[src/rtl/usbd_pkg.sv]
// shared types, constants and block number check for the serial block deframer
`default_nettype none
package usbd_pkg;

  localparam int unsigned HUNT_LIMIT_DEF      = 128;
  localparam int unsigned MAX_REPLY_BYTES_DEF = 1024;

  localparam int unsigned OFFSET_W = 10;
  localparam int unsigned LENGTH_W = 11;

  localparam logic [7:0] SYNC_BYTE   = 8'hAB;
  localparam logic [7:0] CMD_RESET   = 8'h31;
  localparam logic [7:0] CMD_DIRECT  = 8'h43;
  localparam logic [7:0] CMD_BASE    = 8'h30;
  localparam logic [7:0] CMD_HIGH    = 8'h89;
  localparam logic [7:0] CMD_SPECIAL = 8'hA0;
  localparam logic [7:0] BLK_SPECIAL = 8'h01;
  localparam logic [7:0] BLK_HIGH    = 8'h09;

  localparam logic [2:0] ERR_NONE  = 3'd0;
  localparam logic [2:0] ERR_SYNC  = 3'd1;
  localparam logic [2:0] ERR_BLOCK = 3'd2;
  localparam logic [2:0] ERR_LEN   = 3'd3;
  localparam logic [2:0] ERR_SEQ   = 3'd4;
  localparam logic [2:0] ERR_SUM   = 3'd5;
  localparam logic [2:0] ERR_OVF   = 3'd6;

  typedef enum logic [5:0] {
    PH_HUNT   = 6'b000001,
    PH_BLOCK  = 6'b000010,
    PH_LENGTH = 6'b000100,
    PH_SEQ    = 6'b001000,
    PH_DATA   = 6'b010000,
    PH_CSUM   = 6'b100000
  } usbd_phase_t;

  typedef struct packed {
    logic                payload_valid;
    logic [7:0]          payload_byte;
    logic [OFFSET_W-1:0] payload_offset;
    logic                reply_done;
    logic [LENGTH_W-1:0] reply_length;
    logic [2:0]          error_code;
  } usbd_result_t;

  // which block number answers a given request code
  function automatic logic block_ok(input logic [7:0] cmd, input logic [7:0] blk);
    logic ok;
    if (cmd <= CMD_DIRECT) begin
      ok = (cmd >= CMD_BASE) && ((cmd - CMD_BASE) == blk);
    end else if (cmd >= CMD_HIGH) begin
      ok = (cmd == CMD_SPECIAL) ? (blk == BLK_SPECIAL) : (blk == BLK_HIGH);
    end else begin
      ok = 1'b1;
    end
    return ok;
  endfunction

endpackage
`default_nettype wire

[src/rtl/usbd_framer.sv]
// framing state and per-byte decode of the reply blocks
`default_nettype none
module usbd_framer #(
  parameter int unsigned HUNT_LIMIT      = usbd_pkg::HUNT_LIMIT_DEF,
  parameter int unsigned MAX_REPLY_BYTES = usbd_pkg::MAX_REPLY_BYTES_DEF
) (
  input  wire logic                clk,
  input  wire logic                rst,
  input  wire logic                step,
  input  wire logic [7:0]          rx_byte,
  input  wire logic [7:0]          cmd,
  output usbd_pkg::usbd_result_t   result
);
  import usbd_pkg::*;

  localparam int unsigned HW = $clog2(HUNT_LIMIT);
  localparam int unsigned TW = $clog2(MAX_REPLY_BYTES + 1);

  usbd_phase_t   phase, phase_next;
  logic [HW-1:0] hunt_count, hunt_count_next;
  logic [7:0]    bytes_left, bytes_left_next;
  logic [7:0]    running_sum, running_sum_next;
  logic [7:0]    previous_sequence, previous_sequence_next;
  logic          last_block_seen, last_block_seen_next;
  logic [TW-1:0] total_count, total_count_next;

  logic [HW:0]   hunt_cnt;
  logic [7:0]    sum_with_byte;
  logic [8:0]    seq_expect;
  logic [7:0]    bytes_dec;
  logic [31:0]   total_ext;
  logic [2:0]    err;

  always_comb begin
    phase_next             = phase;
    hunt_count_next        = hunt_count;
    bytes_left_next        = bytes_left;
    running_sum_next       = running_sum;
    previous_sequence_next = previous_sequence;
    last_block_seen_next   = last_block_seen;
    total_count_next       = total_count;
    err                    = ERR_NONE;
    result                 = '0;

    hunt_cnt      = {1'b0, hunt_count} + (HW+1)'(1);
    sum_with_byte = running_sum + rx_byte;
    seq_expect    = {1'b0, previous_sequence} + 9'd1;
    bytes_dec     = (bytes_left != 8'd0) ? bytes_left - 8'd1 : bytes_left;
    total_ext     = 32'(total_count);

    unique case (phase)
      PH_HUNT: begin
        // the start byte itself counts toward the limit
        if (hunt_cnt >= (HW+1)'(HUNT_LIMIT)) begin
          err = ERR_SYNC;
        end else if (rx_byte == SYNC_BYTE) begin
          hunt_count_next  = '0;
          running_sum_next = rx_byte;
          phase_next       = PH_BLOCK;
        end else begin
          hunt_count_next = hunt_cnt[HW-1:0];
        end
      end
      PH_BLOCK: begin
        if (!block_ok(cmd, rx_byte)) begin
          err = ERR_BLOCK;
        end else begin
          running_sum_next = sum_with_byte;
          phase_next       = PH_LENGTH;
        end
      end
      PH_LENGTH: begin
        if (rx_byte == 8'd0) begin
          err = ERR_LEN;
        end else begin
          running_sum_next = sum_with_byte;
          bytes_left_next  = rx_byte;
          phase_next       = PH_SEQ;
        end
      end
      PH_SEQ: begin
        // whole previous byte plus one against the low three bits
        if ({6'd0, rx_byte[2:0]} != seq_expect) begin
          err = ERR_SEQ;
        end else begin
          last_block_seen_next   = rx_byte[7];
          previous_sequence_next = rx_byte;
          running_sum_next       = sum_with_byte;
          phase_next             = PH_DATA;
        end
      end
      PH_DATA: begin
        if (total_count >= TW'(MAX_REPLY_BYTES)) begin
          err = ERR_OVF;
        end else begin
          result.payload_valid  = 1'b1;
          result.payload_byte   = rx_byte;
          result.payload_offset = total_ext[OFFSET_W-1:0];
          total_count_next      = total_count + TW'(1);
          running_sum_next      = sum_with_byte;
          bytes_left_next       = bytes_dec;
          if (bytes_dec == 8'd0) begin
            phase_next = PH_CSUM;
          end
        end
      end
      PH_CSUM: begin
        if (sum_with_byte != 8'd0) begin
          err = ERR_SUM;
        end else if (last_block_seen) begin
          result.reply_done      = 1'b1;
          result.reply_length    = total_ext[LENGTH_W-1:0];
          phase_next             = PH_HUNT;
          hunt_count_next        = '0;
          bytes_left_next        = '0;
          running_sum_next       = '0;
          previous_sequence_next = '0;
          last_block_seen_next   = 1'b0;
          total_count_next       = '0;
        end else begin
          phase_next       = PH_HUNT;
          hunt_count_next  = '0;
          running_sum_next = '0;
        end
      end
      default: begin
        err = ERR_SUM;
      end
    endcase

    // any error drops the whole reply
    if (err != ERR_NONE) begin
      phase_next             = PH_HUNT;
      hunt_count_next        = '0;
      bytes_left_next        = '0;
      running_sum_next       = '0;
      previous_sequence_next = '0;
      last_block_seen_next   = 1'b0;
      total_count_next       = '0;
    end
    result.error_code = err;
  end

  always_ff @(posedge clk) begin
    if (rst) begin
      phase             <= PH_HUNT;
      hunt_count        <= '0;
      bytes_left        <= '0;
      running_sum       <= '0;
      previous_sequence <= '0;
      last_block_seen   <= 1'b0;
      total_count       <= '0;
    end else if (step) begin
      phase             <= phase_next;
      hunt_count        <= hunt_count_next;
      bytes_left        <= bytes_left_next;
      running_sum       <= running_sum_next;
      previous_sequence <= previous_sequence_next;
      last_block_seen   <= last_block_seen_next;
      total_count       <= total_count_next;
    end
  end

endmodule
`default_nettype wire

[src/rtl/ups_serial_block_deframer.sv]
// top level of the serial block deframer: input register, framer, result register
`default_nettype none
// Takes one received serial byte per transfer and gives exactly one result per
// byte: a payload byte with its offset in the whole reply, a reply-complete
// flag with the total length, an error code, or an empty result for any other
// byte (any error drops the reply and the block goes back to hunting for the
// start byte). It sustains one byte per clock cycle while the output is not
// stalled; a byte goes through an input register and then a result register
// before its result is valid. Framing state advances as a byte moves from the
// input register into the result register, through the decode logic. in_ready
// follows out_ready combinationally through the two stages. expected_command is
// always accepted and should only be written while no byte is in flight.
module ups_serial_block_deframer #(
  parameter int unsigned HUNT_LIMIT      = usbd_pkg::HUNT_LIMIT_DEF,
  parameter int unsigned MAX_REPLY_BYTES = usbd_pkg::MAX_REPLY_BYTES_DEF
) (
  input  wire logic                          clk,
  input  wire logic                          rst,
  input  wire logic                          cfg_valid,
  output      logic                          cfg_ready,
  input  wire logic [7:0]                    expected_command,
  input  wire logic                          in_valid,
  output      logic                          in_ready,
  input  wire logic [7:0]                    rx_byte,
  output      logic                          out_valid,
  input  wire logic                          out_ready,
  output      logic                          payload_valid,
  output      logic [7:0]                    payload_byte,
  output      logic [usbd_pkg::OFFSET_W-1:0] payload_offset,
  output      logic                          reply_done,
  output      logic [usbd_pkg::LENGTH_W-1:0] reply_length,
  output      logic [2:0]                    error_code
);
  import usbd_pkg::*;

  logic [7:0]   cmd;
  logic         s1_valid;
  logic [7:0]   s1_byte;
  logic         s1_move;
  logic         out_free;
  usbd_result_t step_res;
  usbd_result_t out_res;

  assign cfg_ready = 1'b1;
  assign out_free  = !out_valid || out_ready;
  assign s1_move   = s1_valid && out_free;
  assign in_ready  = !s1_valid || s1_move;

  always_ff @(posedge clk) begin
    if (rst) begin
      cmd <= CMD_RESET;
    end else if (cfg_valid && cfg_ready) begin
      cmd <= expected_command;
    end
  end

  always_ff @(posedge clk) begin
    if (rst) begin
      s1_valid <= 1'b0;
    end else if (in_ready) begin
      s1_valid <= in_valid;
    end
  end

  always_ff @(posedge clk) begin
    if (in_valid && in_ready) begin
      s1_byte <= rx_byte;
    end
  end

  usbd_framer #(
    .HUNT_LIMIT      (HUNT_LIMIT),
    .MAX_REPLY_BYTES (MAX_REPLY_BYTES)
  ) u_framer (
    .clk     (clk),
    .rst     (rst),
    .step    (s1_move),
    .rx_byte (s1_byte),
    .cmd     (cmd),
    .result  (step_res)
  );

  always_ff @(posedge clk) begin
    if (rst) begin
      out_valid <= 1'b0;
    end else if (out_free) begin
      out_valid <= s1_valid;
    end
  end

  always_ff @(posedge clk) begin
    if (s1_move) begin
      out_res <= step_res;
    end
  end

  assign payload_valid  = out_res.payload_valid;
  assign payload_byte   = out_res.payload_byte;
  assign payload_offset = out_res.payload_offset;
  assign reply_done     = out_res.reply_done;
  assign reply_length   = out_res.reply_length;
  assign error_code     = out_res.error_code;

  // an error result carries neither data nor completion
  a_err_excl: assert property (@(posedge clk) disable iff (rst)
    out_valid && (error_code != ERR_NONE) |-> !payload_valid && !reply_done)
    else $error("error result also flags data or completion");

  a_data_not_done: assert property (@(posedge clk) disable iff (rst)
    out_valid |-> !(payload_valid && reply_done))
    else $error("data byte and reply completion in one result");

  a_code_range: assert property (@(posedge clk) disable iff (rst)
    out_valid |-> error_code != 3'd7)
    else $error("unknown error code");

  // an accepted byte is held in the input register next cycle
  a_in_to_s1: assert property (@(posedge clk) disable iff (rst)
    in_valid && in_ready |=> s1_valid)
    else $error("accepted byte lost before decode");

  // a decoded byte always lands in the result register
  a_s1_to_out: assert property (@(posedge clk) disable iff (rst)
    s1_move |=> out_valid)
    else $error("decoded byte lost before output");

endmodule
`default_nettype wire
[config.mk]
export PLATFORM = sky130hd
export DESIGN_NAME = ups_serial_block_deframer
export DESIGN_NICKNAME = d
export VERILOG_FILES = /design/src/rtl/usbd_pkg.sv /design/src/rtl/usbd_framer.sv /design/src/rtl/ups_serial_block_deframer.sv
export SDC_FILE = /design/constraint.sdc
export NUM_CORES = 1
export LEC_CHECK = 0
export BUFFER_PORTS_ARGS = -buffer_cell sky130_fd_sc_hd__buf_2
export CAP_MARGIN = 20
export CORE_UTILIZATION = 30
export CTS_CLUSTER_DIAMETER = 60
export CTS_CLUSTER_SIZE = 14
export DETAILED_ROUTE_END_ITERATION = 10
export PLACE_DENSITY = 0.5
export SLEW_MARGIN = 25
export SYNTH_ARGS = -nofsm -noshare
export SYNTH_HDL_FRONTEND = slang
export SYNTH_SLANG_ARGS = --single-unit
[constraint.sdc]
create_clock -name clk -period 7.35 [get_ports clk]
set_input_delay 1.47 -clock clk [delete_from_list [all_inputs] [get_ports clk]]
set_output_delay 1.47 -clock clk [all_outputs]
set_load 0.02 [all_outputs]
Yosys cells after proc, flatten, opt, wreduce, memory -nomap -nowiden

Index checks and enable logic that the tools add are counted.

Flip-flop bits (word level): 101

$add $sub $neg: 6
Magnitude comparators: 5
Eq/ne operators: 21
Mux-type cells: 56
Bitwise gates (word level): 3
Reductions and logical operators: 27

Operator list:

| kind                                                       | number |
|---|---|
| two-way mux 8 bit                                          | 16 |
| two-way mux 6 bit                                          | 9 |
| case mux 8 bit (6 select lines)                            | 1 |
| two-way mux 11 bit                                         | 4 |
| case mux 6 bit (6 select lines)                            | 1 |
| two-way mux 7 bit                                          | 4 |
| case mux 8 bit (3 select lines)                            | 1 |
| case mux 11 bit (2 select lines)                           | 1 |
| two-way mux 19 bit                                         | 1 |
| case mux 3 bit (6 select lines)                            | 1 |
| == test 8 bit (second input constant)                      | 2 |
| greater-or-equal comparator 8 bit (second input constant)  | 2 |
| zero test 8 bit                                            | 2 |
| case mux 8 bit (2 select lines)                            | 1 |
| nonzero test 8 bit                                         | 2 |
| inequality test 3 bit (second input constant)              | 5 |
| case mux 7 bit (2 select lines)                            | 1 |
| two-way mux 12 bit                                         | 1 |
| inequality test 3 x 1 -> 1 bit (second input constant)     | 4 |
| nonzero test 3 bit                                         | 4 |
| adder 11 x 1 -> 11 bit (second input constant)             | 1 |
| greater-or-equal comparator 11 bit (second input constant) | 1 |
| AND reduction 10 bit                                       | 1 |
| AND reduction 5 bit                                        | 2 |
| other kinds (32)                                           | 50 |

Longest topological paths before layout

Gate-level depths: netlist (run 1).

Word-level depth: 10
Mapped depth: 12
Mapped depth without buffers: 12

Cells and area by module

Synthesis (run 1) repeated with hierarchy kept, for this count alone.

Cells, all modules: 573
Area, all modules: 5356.4 sq um

Modules (own cells, without submodules):

| module                    | instances | cells each | area each (sq um) | sequential area each (sq um) |
|---|---|---|---|---|
| usbd_framer               | 1         | 493        | 3703.6            | 980.9 |
| ups_serial_block_deframer | 1         | 80         | 1652.8            | 1461.4 |

Least setup slack after synthesis (run 1)

Ideal clock, no wire load.

Path kind: input to output
Start: in out_ready
End: out in_ready
Arrival: 1.822 ns
Required time: 5.880 ns
Path slack: 4.058 ns
Stages on the path: 2
Path buffers: 0
Path through: nor2b_1 > nand2_1

Longest elaborated chain between the ends: 3

Ends and longest elaborated chain:

| item              | line                            | RTL |
|---|---|---|
| start, declared   | ups_serial_block_deframer.sv:26 | `input wire logic out_ready,` |
| logical OR 1 bit  | ups_serial_block_deframer.sv:45 | `assign out_free = !out_valid \|\| out_ready;` |
| logical AND 1 bit | ups_serial_block_deframer.sv:46 | `assign s1_move = s1_valid && out_free;` |
| logical OR 1 bit  | ups_serial_block_deframer.sv:47 | `assign in_ready = !s1_valid \|\| s1_move;` |
| end, declared     | ups_serial_block_deframer.sv:23 | `output logic in_ready,` |

Every way passes these cells.

Worst setup path after layout (run 1)

Start: reg s1_byte[0]
End: reg u_framer.running_sum[7]

Longest elaborated chain between the ends: 10
Elaborated cells on any way between the ends: 34
Those cells by class: add/sub: 1; eq/ne: 12; mux: 15; reduce/logical: 6

Ends and longest elaborated chain:

| item                                                 | line                            | RTL |
|---|---|---|
| start, declared                                      | ups_serial_block_deframer.sv:38 | `logic [7:0] s1_byte;` |
| start signal, assigned                               | ups_serial_block_deframer.sv:67 | `s1_byte <= rx_byte;` |
| branches (longest 10 deep; another with adder 8 bit) | n/a                             |  |
| end signal, assigned                                 | usbd_framer.sv:157              | `running_sum <= running_sum_next;` |
| end, declared                                        | usbd_framer.sv:22               | `logic [7:0] running_sum, running_sum_next;` |

Parallel ways; which one is timed is not known. The select of a mux whose other input is x is not followed.
A chain may end at the register's enable or synchronous reset.

==> results of run 1 <==
[power by group through the flow]
stage	Combinational (µW)	Sequential (µW)	Clock, µW
CTS	590	696	522
finish	586	696	510
floorplan	475	691	0
detailed placement	587	708	0
global route	649	705	544
global placement	577	708	0
[how the worst min path moves through the flow]
stage	start	end	slack (ns)	cells after the start
floorplan	u_framer.previous_sequence[6]	u_framer.previous_sequence[6]	0.43	2
global route	u_framer.previous_sequence[5]	u_framer.previous_sequence[5]	0.48	2
CTS	u_framer.previous_sequence[4]	u_framer.previous_sequence[4]	0.46	2
finish	u_framer.previous_sequence[4]	u_framer.previous_sequence[4]	0.46	2
global placement	u_framer.previous_sequence[4]	u_framer.previous_sequence[4]	0.45	2
detailed placement	u_framer.previous_sequence[4]	u_framer.previous_sequence[4]	0.45	2
[routing by layer]
metal | track usage | up-vias | share of wire
met5 | 0 | - | 0
met4 | 0.0519 | 0 | 0.015
met3 | 0.0294 | 15 | 0.036
met2 | 0.242 | 81 | 0.45
met1 | 0.210 | 2062 | 0.50
li1 | - | 2191 | -
[synthesized netlist by cell type, types with 3 or more instances]
library cell   n  share of area
a21oi_1       27          0.025
a21oi_2        3         0.0048
inv_1         18          0.012
nand4_1        7         0.0080
nor4_1         5         0.0057
a31oi_1        8         0.0091
nor2_1        57          0.039
and2_1        14          0.016
buf_2          6         0.0055
nand2b_1       7         0.0080
a22o_1         9          0.014
ha_1          17          0.039
nand2_1       53          0.036
xnor2_1       16          0.026
and3_1        16          0.018
o2bb2ai_1      3         0.0048
o31ai_1        3         0.0041
nand3b_1       7         0.0096
clkbuf_1      18          0.012
mux2i_1       15          0.027
a22oi_1        5         0.0068
dfxtp_1       59           0.22
o21ai_1        4         0.0036
o211ai_1       4         0.0055
nor2b_1        6         0.0068
a211oi_1       7         0.0096
buf_4          4         0.0055
nor3_1        27          0.025
o21ai_0       23          0.021
xor2_1        12          0.019
edfxtp_1      42           0.23
nand3_1       23          0.021
[worst max-delay path, stage by stage (launching register included)]
cell and delay [ns]:
edfxtp_1 0.59, ha_1 0.25, inv_1 0.06, fa_1 0.38, nand2b_1 0.17, a211oi_1 0.28, nor4_1 0.08, a211oi_1 0.28
nand4_2 0.39, a211o_1 0.52, nor3_2 0.56, a22o_1 0.22
[sequential cells by signal, indices dropped and copies added (netlist names), 7 cells and up]
register / cells
cmd: 8
payload_byte: 8
payload_offset: 10
reply_length: 11
s1_byte: 8
u_framer.bytes_left: 8
u_framer.hunt_count: 7
u_framer.previous_sequence: 8
u_framer.running_sum: 8
u_framer.total_count: 11
[cell usage in the layout, fill, tap and decap left out, types with 3 or more instances in the layout]
cell type,synthesis,layout
nand2_1,53,53
xor2_1,12,12
o21ai_1,4,4
mux2i_1,15,15
nor2b_1,6,6
a22oi_1,5,5
edfxtp_1,42,42
ha_1,17,17
a31oi_1,8,8
nor4_1,5,5
xnor2_1,16,16
inv_1,18,18
inv_8,0,3
nor3_1,27,27
o31ai_1,3,3
a22o_1,9,9
buf_2,6,56
nand3_1,23,23
a21oi_1,27,27
nand2b_1,7,7
clkbuf_16,0,9
a21oi_2,3,3
nand3b_1,7,7
nand4_1,7,7
nor2_1,57,57
o211ai_1,4,4
and2_1,14,14
o2bb2ai_1,3,3
clkinv_4,0,3
dfxtp_1,59,59
o21ai_0,23,23
a211oi_1,7,7
and3_1,16,16
[cell families after synthesis]
| logic type | after synthesis | synth area share |
|---|---|---|
| flops | 101 | 0.445 |
| xor+xnor | 28 | 0.0447 |
| buf+inv | 48 | 0.0383 |
| mux | 15 | 0.0273 |
| other cells | 1 | 0.000683 |
| fa+ha+maj | 18 | 0.0424 |
| compound gates | 124 | 0.169 |
| simple gates | 244 | 0.233 |
[stage by stage]
| stage | setup WS, ns | util |
|---|---|---|
| 6_report | 3.50 | 0.348 |
| 4_1_cts | 3.46 | 0.348 |
| 3_3_place_gp | 3.50 | 0.330 |
| 3_5_place_dp | 3.49 | 0.330 |
| 2_1_floorplan | 4.06 | - |
| 5_1_grt | 3.24 | 0.348 |
[final cells by class]
class	instances	share of cell area
Timing Repair Buffer	58	0.0472
Multi-Input combinational cell	430	0.454
Clock inverter	7	0.0144
Sequential cell	101	0.391
Inverter	19	0.0114
Clock buffer	9	0.0360
Tap cell	229	0.0458
==> results.yml, run 1 <==
run_status:
  status: "finished clean"
logic_synthesis:
  netlist_instances: 579
  synth_edf_count: 42
  avgSynthCellArea_um2: 9.48
  synthDistinctLibCells: 76
  ys_ff_latch: 101
  syn_area_mm2: 0.00549
  syn-num-nets: 618
  async_reset_ff_frac: 0
  synth_ff_type: "dfxtp_1"
  ys_seq_area_frac: 0.445
  ys.warnings.count: 0
worst_setup_path:
  rrSetupSlack_ns: 3.50
  required_ns: 7.64
  reg2regPathDepth: 11
  worstSetupEndpoint: "u_framer.running_sum[7]"
  cp-startpoint: "s1_byte[0]"
  rr_endpoint: "u_framer.running_sum[7]"
  r2r_start: "s1_byte[0]"
  cp-end-kind: "flop"
  cp.arrival_ns: 4.14
  path_class: "reg -> reg"
  start_kind: "flop"
  crit_path_max_fanout: 10
finish:
  layout.nets: 658
  drive_gt1_frac: 0.160
  num-fill-cells: 1836
  fin_cells: 853
  design_area_mm2: 0.00625
  antennaDiodeCount: 0
  multi_input_area_mm2: 0.00284
  area_delta_synth_final_pct: 13.8
  seqCellArea_mm2: 0.00244
grt:
  grt-ovfl-total: 0
  grt_pass1_wl_um: 22200
  antenna_found_initial: 0
  grt_max_degree: 44
  track_usage: 0.154
  grt_pass1_vias: 4173
floorplanning:
  core_area_mm2: 0.0180
  die_w_um: 137
  io_pins: 58
  start_util: 0.306
  std_cell_rows: 49
  die_h_um: 137
  fp.dieArea_mm2: 0.0188
clock_network:
  cts_tree: "built"
  clock_sinks: 101
  clkTransAtPathRegs_ns: 0.08
  clk_latency_ns: 0.36
  cts_hold_buf: 0
  cts_setup_buffers: 0
  numCtsBuffers: 9
  cts_buffer_depth: 2
  htreeDepth: 3
  ctsResizeCount: 0
  root_buffer: "clkbuf_16"
sta:
  tightest_slew_ns: 0.941
  finalCritPeriodShare: 0.524
  fin_skew_ns: 0.0116
  max_slew_margin: 0.372
  finalSetupTns_ns: 0
  setup_viol: 0
  rsz0062_at_grt: "no"
  fin_crit_ns: 3.85
  drv_slew: 0
  whs_ns: 0.464
  hold_viol_final: 0
  fmax_ghz: 0.260
power:
  p_int_uw: 1110
  switching_power_uw: 679
  max-vdd-ir-drop_mv: 0.124
  power.leakage_uw: 0.00230
  switching_share: 0.379
  pwr-share-clk: 0.285
  seqPwrFrac: 0.389
  power_uw: 1790
  powerDensity_mw_per_mm2: 287
  power_frac_comb: 0.327
placement:
  place_area_mm2: 0.00593
  numPortBuffers: 56
  gp_congestion: 0.797
  dp.cells: 837
  dp_hpwl_um: 9740
route:
  drt-initial-drc-count: 289
  vias_per_cell: 5.10
  postRouteAntennaNets: 0
  detail_route.first_pass.iterations: 4
  wire_per_inst_um: 16.2
  drc: 0
  wl_um: 13800
  vias: 4349
run:
  cap_violations: 0
min_path:
  hp-class: "reg -> reg"
(Power assumes the default switching activity.)
==> run 2, diff against run 1 <==
- ABC_AREA: not set -> 1
- PLACE_DENSITY: 0.5 -> 0.52
- clock period: 7.35 -> 3.2 ns (I/O delays scaled with it)
==> results.yml, run 2 <==
finish:
  num-fill-cells: 2123
  layout_common_cells: "nand2_1 (209), nor2_1 (160), inv_1 (107), nand3_1 (60), dfxtp_1 (59)"
  antennaDiodeCount: 0
  area_delta_synth_final_pct: 16.5
  final_common_cell: "nand2_1"
  drive_gt1_frac: 0.133
  layout.nets: 952
floorplanning:
  die_w_um: 143
  std_cell_rows: 51
  io_pins: 58
  fp.dieArea_mm2: 0.0205
  die_h_um: 143
  core_area_mm2: 0.0195
  start_util: 0.307
logic_synthesis:
  synth-simple-area-share: 0.357
  synth.area.mux_share: 0
  ys_seq_area_frac: 0.408
  synthDistinctLibCells: 38
  synth_compound_gate_area_share: 0.0759
  synth_xor_xnor_area_share: 0.0278
  ys.warnings.count: 0
  synth_top_family_by_area: "simple AND/OR/NAND/NOR gates"
  synth_ff_type: "dfxtp_1"
  synth_adder_area_share: 0.0389
  netlist_instances: 847
  synth_top_cell_by_area: "edfxtp_1"
  syn_area_mm2: 0.00599
  synth_edf_count: 42
  async_reset_ff_frac: 0
  ys_top_cells_by_count: "nand2_1 (209), nor2_1 (160), inv_1 (107)"
  synthTopCellsByArea: "edfxtp_1 (21%), dfxtp_1 (20%), nand2_1 (13%)"
  yosysMostFrequentCell: "nand2_1"
  syn-num-nets: 886
  avgSynthCellArea_um2: 7.07
  ys_ff_latch: 101
  synth.top_cell.area_share: 0.211
route:
  vias: 5417
  drt-initial-drc-count: 285
  wire_per_inst_um: 13.1
  wl_um: 15500
  vias_per_cell: 4.58
  postRouteAntennaNets: 0
  detail_route.first_pass.iterations: 5
  drc: 0
sta:
  fmax_ghz: 0.352
  setup_viol: 0
  rsz0062_at_grt: "no"
  finalSetupTns_ns: 0
  max_slew_margin: 0.617
  fin_crit_ns: 2.84
  fin_skew_ns: 0.0182
  drv_slew: 0
  hold_viol_final: 0
  tightest_slew_ns: 0.575
  finalCritPeriodShare: 0.888
clock_network:
  cts_setup_buffers: 0
  cts_hold_buf: 0
  cts_buffer_depth: 2
  clkTransAtPathRegs_ns: 0.08
  ctsResizeCount: 0
  root_buffer: "clkbuf_16"
  htreeDepth: 3
  clk_latency_ns: 0.37
  numCtsBuffers: 9
  clock_sinks: 101
  cts_tree: "built"
grt:
  grt_max_degree: 53
  grt-ovfl-total: 0
  grt_pass1_wl_um: 25800
  use_met2: 0.270
  met3_usage: 0.0278
  grt_pass1_vias: 5073
  antenna_found_initial: 0
  grt_use_met1: 0.213
  track_usage: 0.162
  top_usage_layer: "met2"
power:
  powerDensity_mw_per_mm2: 537
  power.leakage_uw: 0.00326
  pwr-share-clk: 0.296
  p_int_uw: 2380
  power_uw: 3740
  seqPwrFrac: 0.408
  max-vdd-ir-drop_mv: 0.298
  switching_power_uw: 1370
  switching_share: 0.365
  power_frac_comb: 0.296
worst_setup_path:
  path_cells: "ha_1, inv_1, fa_1, inv_1, nand2_1, nand2_1, nand2_1, nand2_1, nand3_1, nor2_1, nand2_1, a21oi_4, buf_12, buf_4, nand3_2, nand3_4, nand2_1, nand2_1, nor2_1"
  worstPathBufferInverterCount: 4
  path_class: "reg -> reg"
  cp-end-kind: "flop"
  path_delay_family: "simple AND/OR/NAND/NOR gates"
  cp.arrival_ns: 3.09
  crit_path_frequent_cell: "nand2_1"
  critPathMaxStageDelay_ns: 0.39
  required_ns: 3.45
  crit_path_max_fanout: 19
  start_kind: "flop"
  crit_slowest_cell: "fa_1"
placement:
  dp_hpwl_um: 11400
  numPortBuffers: 56
  gp_congestion: 0.840
min_path:
  hp-class: "in -> reg"
run:
  cap_violations: 0
run_status:
  status: "finished clean"
-- run 2: layout make-up --
| type | instances | area (µm²) | area share |
|---|---|---|---|
| sequential | 101 | 2440 | 0.350 |
| clock inverter | 7 | 76.3 | 0.0109 |
| inverter | 113 | 424 | 0.0608 |
| clock buffer | 9 | 225 | 0.0323 |
| multi-input combinational | 610 | 3000 | 0.431 |
| tap | 265 | 332 | 0.0476 |
| timing repair buffer | 78 | 470 | 0.0675 |
-- run 2: final timing paths --
check / cells after the start / slack [ns] / endpoint / from
worst max-delay path: 19 / 0.36 / u_framer.total_count[1] / s1_byte[0]
worst min register to register: 2 / 0.47 / u_framer.running_sum[5] / u_framer.running_sum[5]
worst min-delay path: 1 / 0.45 / s1_byte[7] / rx_byte[7]
worst max register to register: 19 / 0.36 / u_framer.total_count[1] / s1_byte[0]
-- run 2: cells by family (layout without fill, tap and decap cells) --
logic type | Yosys count | after routing
other | 1 | 1
buffers and inverters | 136 | 207
XOR/XNOR | 19 | 19
AO/OA/AOI/OAI | 85 | 85
adder cells (fa/ha/maj) | 18 | 18
flip-flops | 101 | 101
AND/OR/NAND/NOR | 487 | 487
-- run 2: power by group through the flow --
stage               combinational, µW  clock, µW  sequential, µW
floorplan                         808          0            1570
global placement                 1090          0            1560
detailed placement               1080          0            1560
CTS                              1090       1140            1530
global route                     1260       1190            1540
finish                           1110       1110            1530
-- run 2: layer usage --
metal / part of all wire / vias to the layer above
met5: 0 / -
met4: 0.013 / 0
met3: 0.039 / 14
met2: 0.46 / 123
met1: 0.49 / 2440
li1: - / 2840
-- run 2: through the flow --
step	area (µm²)	util	setup WS (ns)	cells	hold slack [ns]
after floorplan	5990	-	0.547	847	0.440
after global placement	6650	0.341	0.336	1166	0.461
after detailed placement	6650	0.341	0.278	1166	0.462
after CTS	6950	0.356	0.258	1182	0.434
after global routing	6970	0.357	0.0285	1183	0.434
final	6970	0.357	0.357	1183	0.448
==> run 3, diff against run 2 <==
- SYNTH_HIERARCHICAL: not set -> 1
==> results.yml, run 3 <==
worst_setup_path:
  critPathMaxStageDelay_ns: 0.40
  rrSetupSlack_ns: 0.28
  cp-end-kind: "flop"
  cp.arrival_ns: 3.16
  reg2regPathDepth: 20
  path_class: "reg -> reg"
  crit_slowest_cell: "fa_1"
  start_kind: "flop"
  path_delay_family: "simple AND/OR/NAND/NOR gates"
  worstPathBufferInverterCount: 4
  crit_path_frequent_cell: "nand2_1"
  required_ns: 3.45
  rr_endpoint: "u_framer/bytes_left[5]"
  r2r_start: "s1_byte[0]"
  crit_path_max_fanout: 10
  path_cells: "ha_1, inv_1, fa_1, inv_1, nand2_1, nand2_1, nand2_1, nand2_1, nand3_1, nor2_1, nand2_2, nand2_1, nand2_2, nor2_8, buf_4, nand4_2, nand2_4, inv_2, nor2_1, nor2_1"
sta:
  rsz0062_at_grt: "no"
  drv_slew: 0
  max_slew_margin: 0.377
  hold_viol_final: 0
  tightest_slew_ns: 0.933
  finalSetupTns_ns: 0
  finalCritPeriodShare: 0.912
  fin_crit_ns: 2.92
  setup_viol: 0
  whs_ns: 0.463
  fin_ws_ns: 0.283
  fin_skew_ns: 0.00838
  fmax_ghz: 0.343
logic_synthesis:
  synth_top_cell_by_area: "edfxtp_1"
  syn_area_mm2: 0.00592
  ys.warnings.count: 6
  synthDistinctLibCells: 42
  synthTopCellsByArea: "edfxtp_1 (21%), dfxtp_1 (20%), nand2_1 (12%)"
  synth.top_cell.area_share: 0.213
  async_reset_ff_frac: 0
  avgSynthCellArea_um2: 7.16
  yosysMostFrequentCell: "nand2_1"
  synth_edf_count: 42
  netlist_instances: 827
  syn-num-nets: 866
  synth_ff_type: "dfxtp_1"
  ys_ff_latch: 101
  ys_top_cells_by_count: "nand2_1 (188), nor2_1 (163), inv_1 (96)"
  ys_seq_area_frac: 0.412
min_path:
  hold_end: "s1_byte[5]"
  hp-class: "in -> reg"
  hold_start: "rx_byte[5]"
  worst_hold_path.num_cells: 1
grt:
  grt_pass1_vias: 4805
  grt_max_degree: 29
  antenna_found_initial: 0
  grt_pass1_wl_um: 25300
  grt-ovfl-total: 0
  track_usage: 0.164
floorplanning:
  start_util: 0.305
  io_pins: 58
  die_w_um: 143
  core_area_mm2: 0.0194
  std_cell_rows: 51
  die_h_um: 143
  fp.dieArea_mm2: 0.0203
finish:
  area_delta_synth_final_pct: 16.8
  num-fill-cells: 2121
  antennaDiodeCount: 0
  final_common_cell: "nand2_1"
  layout_common_cells: "nand2_1 (187), nor2_1 (163), inv_1 (96), nand3_1 (65), dfxtp_1 (59)"
  drive_gt1_frac: 0.157
  design_area_mm2: 0.00692
  layout.nets: 937
route:
  wl_um: 15900
  vias_per_cell: 4.56
  drt-initial-drc-count: 319
  wire_per_inst_um: 13.6
  detail_route.first_pass.iterations: 5
  drc: 0
  postRouteAntennaNets: 0
  vias: 5327
power:
  switching_power_uw: 1250
  pwr-share-clk: 0.296
  p_int_uw: 2390
  power.leakage_uw: 0.00315
  power_frac_comb: 0.290
  switching_share: 0.343
  seqPwrFrac: 0.415
  powerDensity_mw_per_mm2: 526
  max-vdd-ir-drop_mv: 0.368
clock_network:
  htreeDepth: 3
  clkTransAtPathRegs_ns: 0.06
  cts_buffer_depth: 2
  clk_latency_ns: 0.35
  root_buffer: "clkbuf_16"
  cts_tree: "built"
  numCtsBuffers: 9
  cts_hold_buf: 0
  clock_sinks: 101
placement:
  gp_congestion: 0.861
  place_ws_ns: 0.266
  place_area_mm2: 0.00659
  numPortBuffers: 56
  dp_hpwl_um: 11900
run_status:
  status: "finished clean"
run:
  cap_violations: 0
[run 3: changes by cell type after synthesis, sizes merged, moves of 4 or more]
| cell | delta |
|---|---|
| nand2 | -18 |
| o21ai | +13 |
| a21oi | -15 |
| or2 | +4 |
| clkbuf | -5 |
| nor2 | +5 |
[run 3: worst max path at each step]
stage	startpoint	end	slack (ns)	cells after the start
after floorplan	out_ready	u_framer/previous_sequence[4]	0.43	7
after global placement	s1_byte[0]	u_framer/bytes_left[6]	0.29	20
after detailed placement	s1_byte[0]	u_framer/bytes_left[7]	0.27	20
after CTS	s1_byte[0]	u_framer/bytes_left[7]	0.25	20
after global routing	s1_byte[0]	u_framer/bytes_left[2]	0.009	20
final	s1_byte[0]	u_framer/bytes_left[5]	0.28	20
[run 3: timing repair]
action | CTS | global route
gates resized for setup | 0 | 4
buffers inserted | 0 | 3
setup endpoints to repair | 0 | 16
[run 3: layout make-up]
class	count	area [µm²]	area share
clock buffers	11	233	0.0336
clock inverters	5	51.3	0.00742
inverters	109	417	0.0602
multi-input cells	596	2980	0.430
flip-flops and latches	101	2440	0.353
well taps	265	332	0.0479
repair buffers	81	468	0.0676
[run 3: logic make-up (layout without fill, tap and decap cells)]
group                      after synthesis  after routing  share of synthesized area
and+or+nand+nor                        479            479                      0.357
buffers and inverters                  130            206                     0.0902
DFF                                    101            101                      0.412
AOI/OAI and AO/OA                       82             82                     0.0771
adders and majority gates               18             18                     0.0393
xor gates and xnor gates                16             16                     0.0237
other                                    1              1                   0.000633
[run 3: worst register-to-register path, cell delays in order, from the launching register on]
cell,delay (ns)
edfxtp_1,0.35
ha_1,0.21
inv_1,0.07
fa_1,0.40
inv_1,0.09
nand2_1,0.07
nand2_1,0.06
nand2_1,0.04
nand2_1,0.07
nand3_1,0.08
nor2_1,0.13
nand2_2,0.11
nand2_1,0.09
nand2_2,0.09
nor2_8,0.21
buf_4,0.20
nand4_2,0.19
nand2_4,0.16
inv_2,0.07
nor2_1,0.09
nor2_1,0.05
[run 3: power groups by stage]
stage	combinational [µW]	sequential, µW	clock, µW
after floorplan	725	1540	0
after global placement	1020	1540	0
after detailed placement	1020	1540	0
after CTS	1020	1510	1120
after global routing	1180	1520	1160
final	1050	1510	1080
[run 3: routing by layer]
metal	part of all wire	vias up	routed length, µm	global-route usage
met2	0.45	120	7100	0.261
met1	0.49	2390	7750	0.218
met4	0.023	0	366	0.0640
met3	0.040	26	639	0.0303
li1	-	2791	-	-
met5	0	-	0	0
[run 3: stage by stage]
step / utilization / power (µW) / std cells
3_3_place_gp: 0.340 / 2560 / 1149
6_report: 0.357 / 3640 / 1168
2_1_floorplan: - / 2270 / 827
3_5_place_dp: 0.340 / 2560 / 1149
5_1_grt: 0.357 / 3860 / 1168
4_1_cts: 0.355 / 3650 / 1165
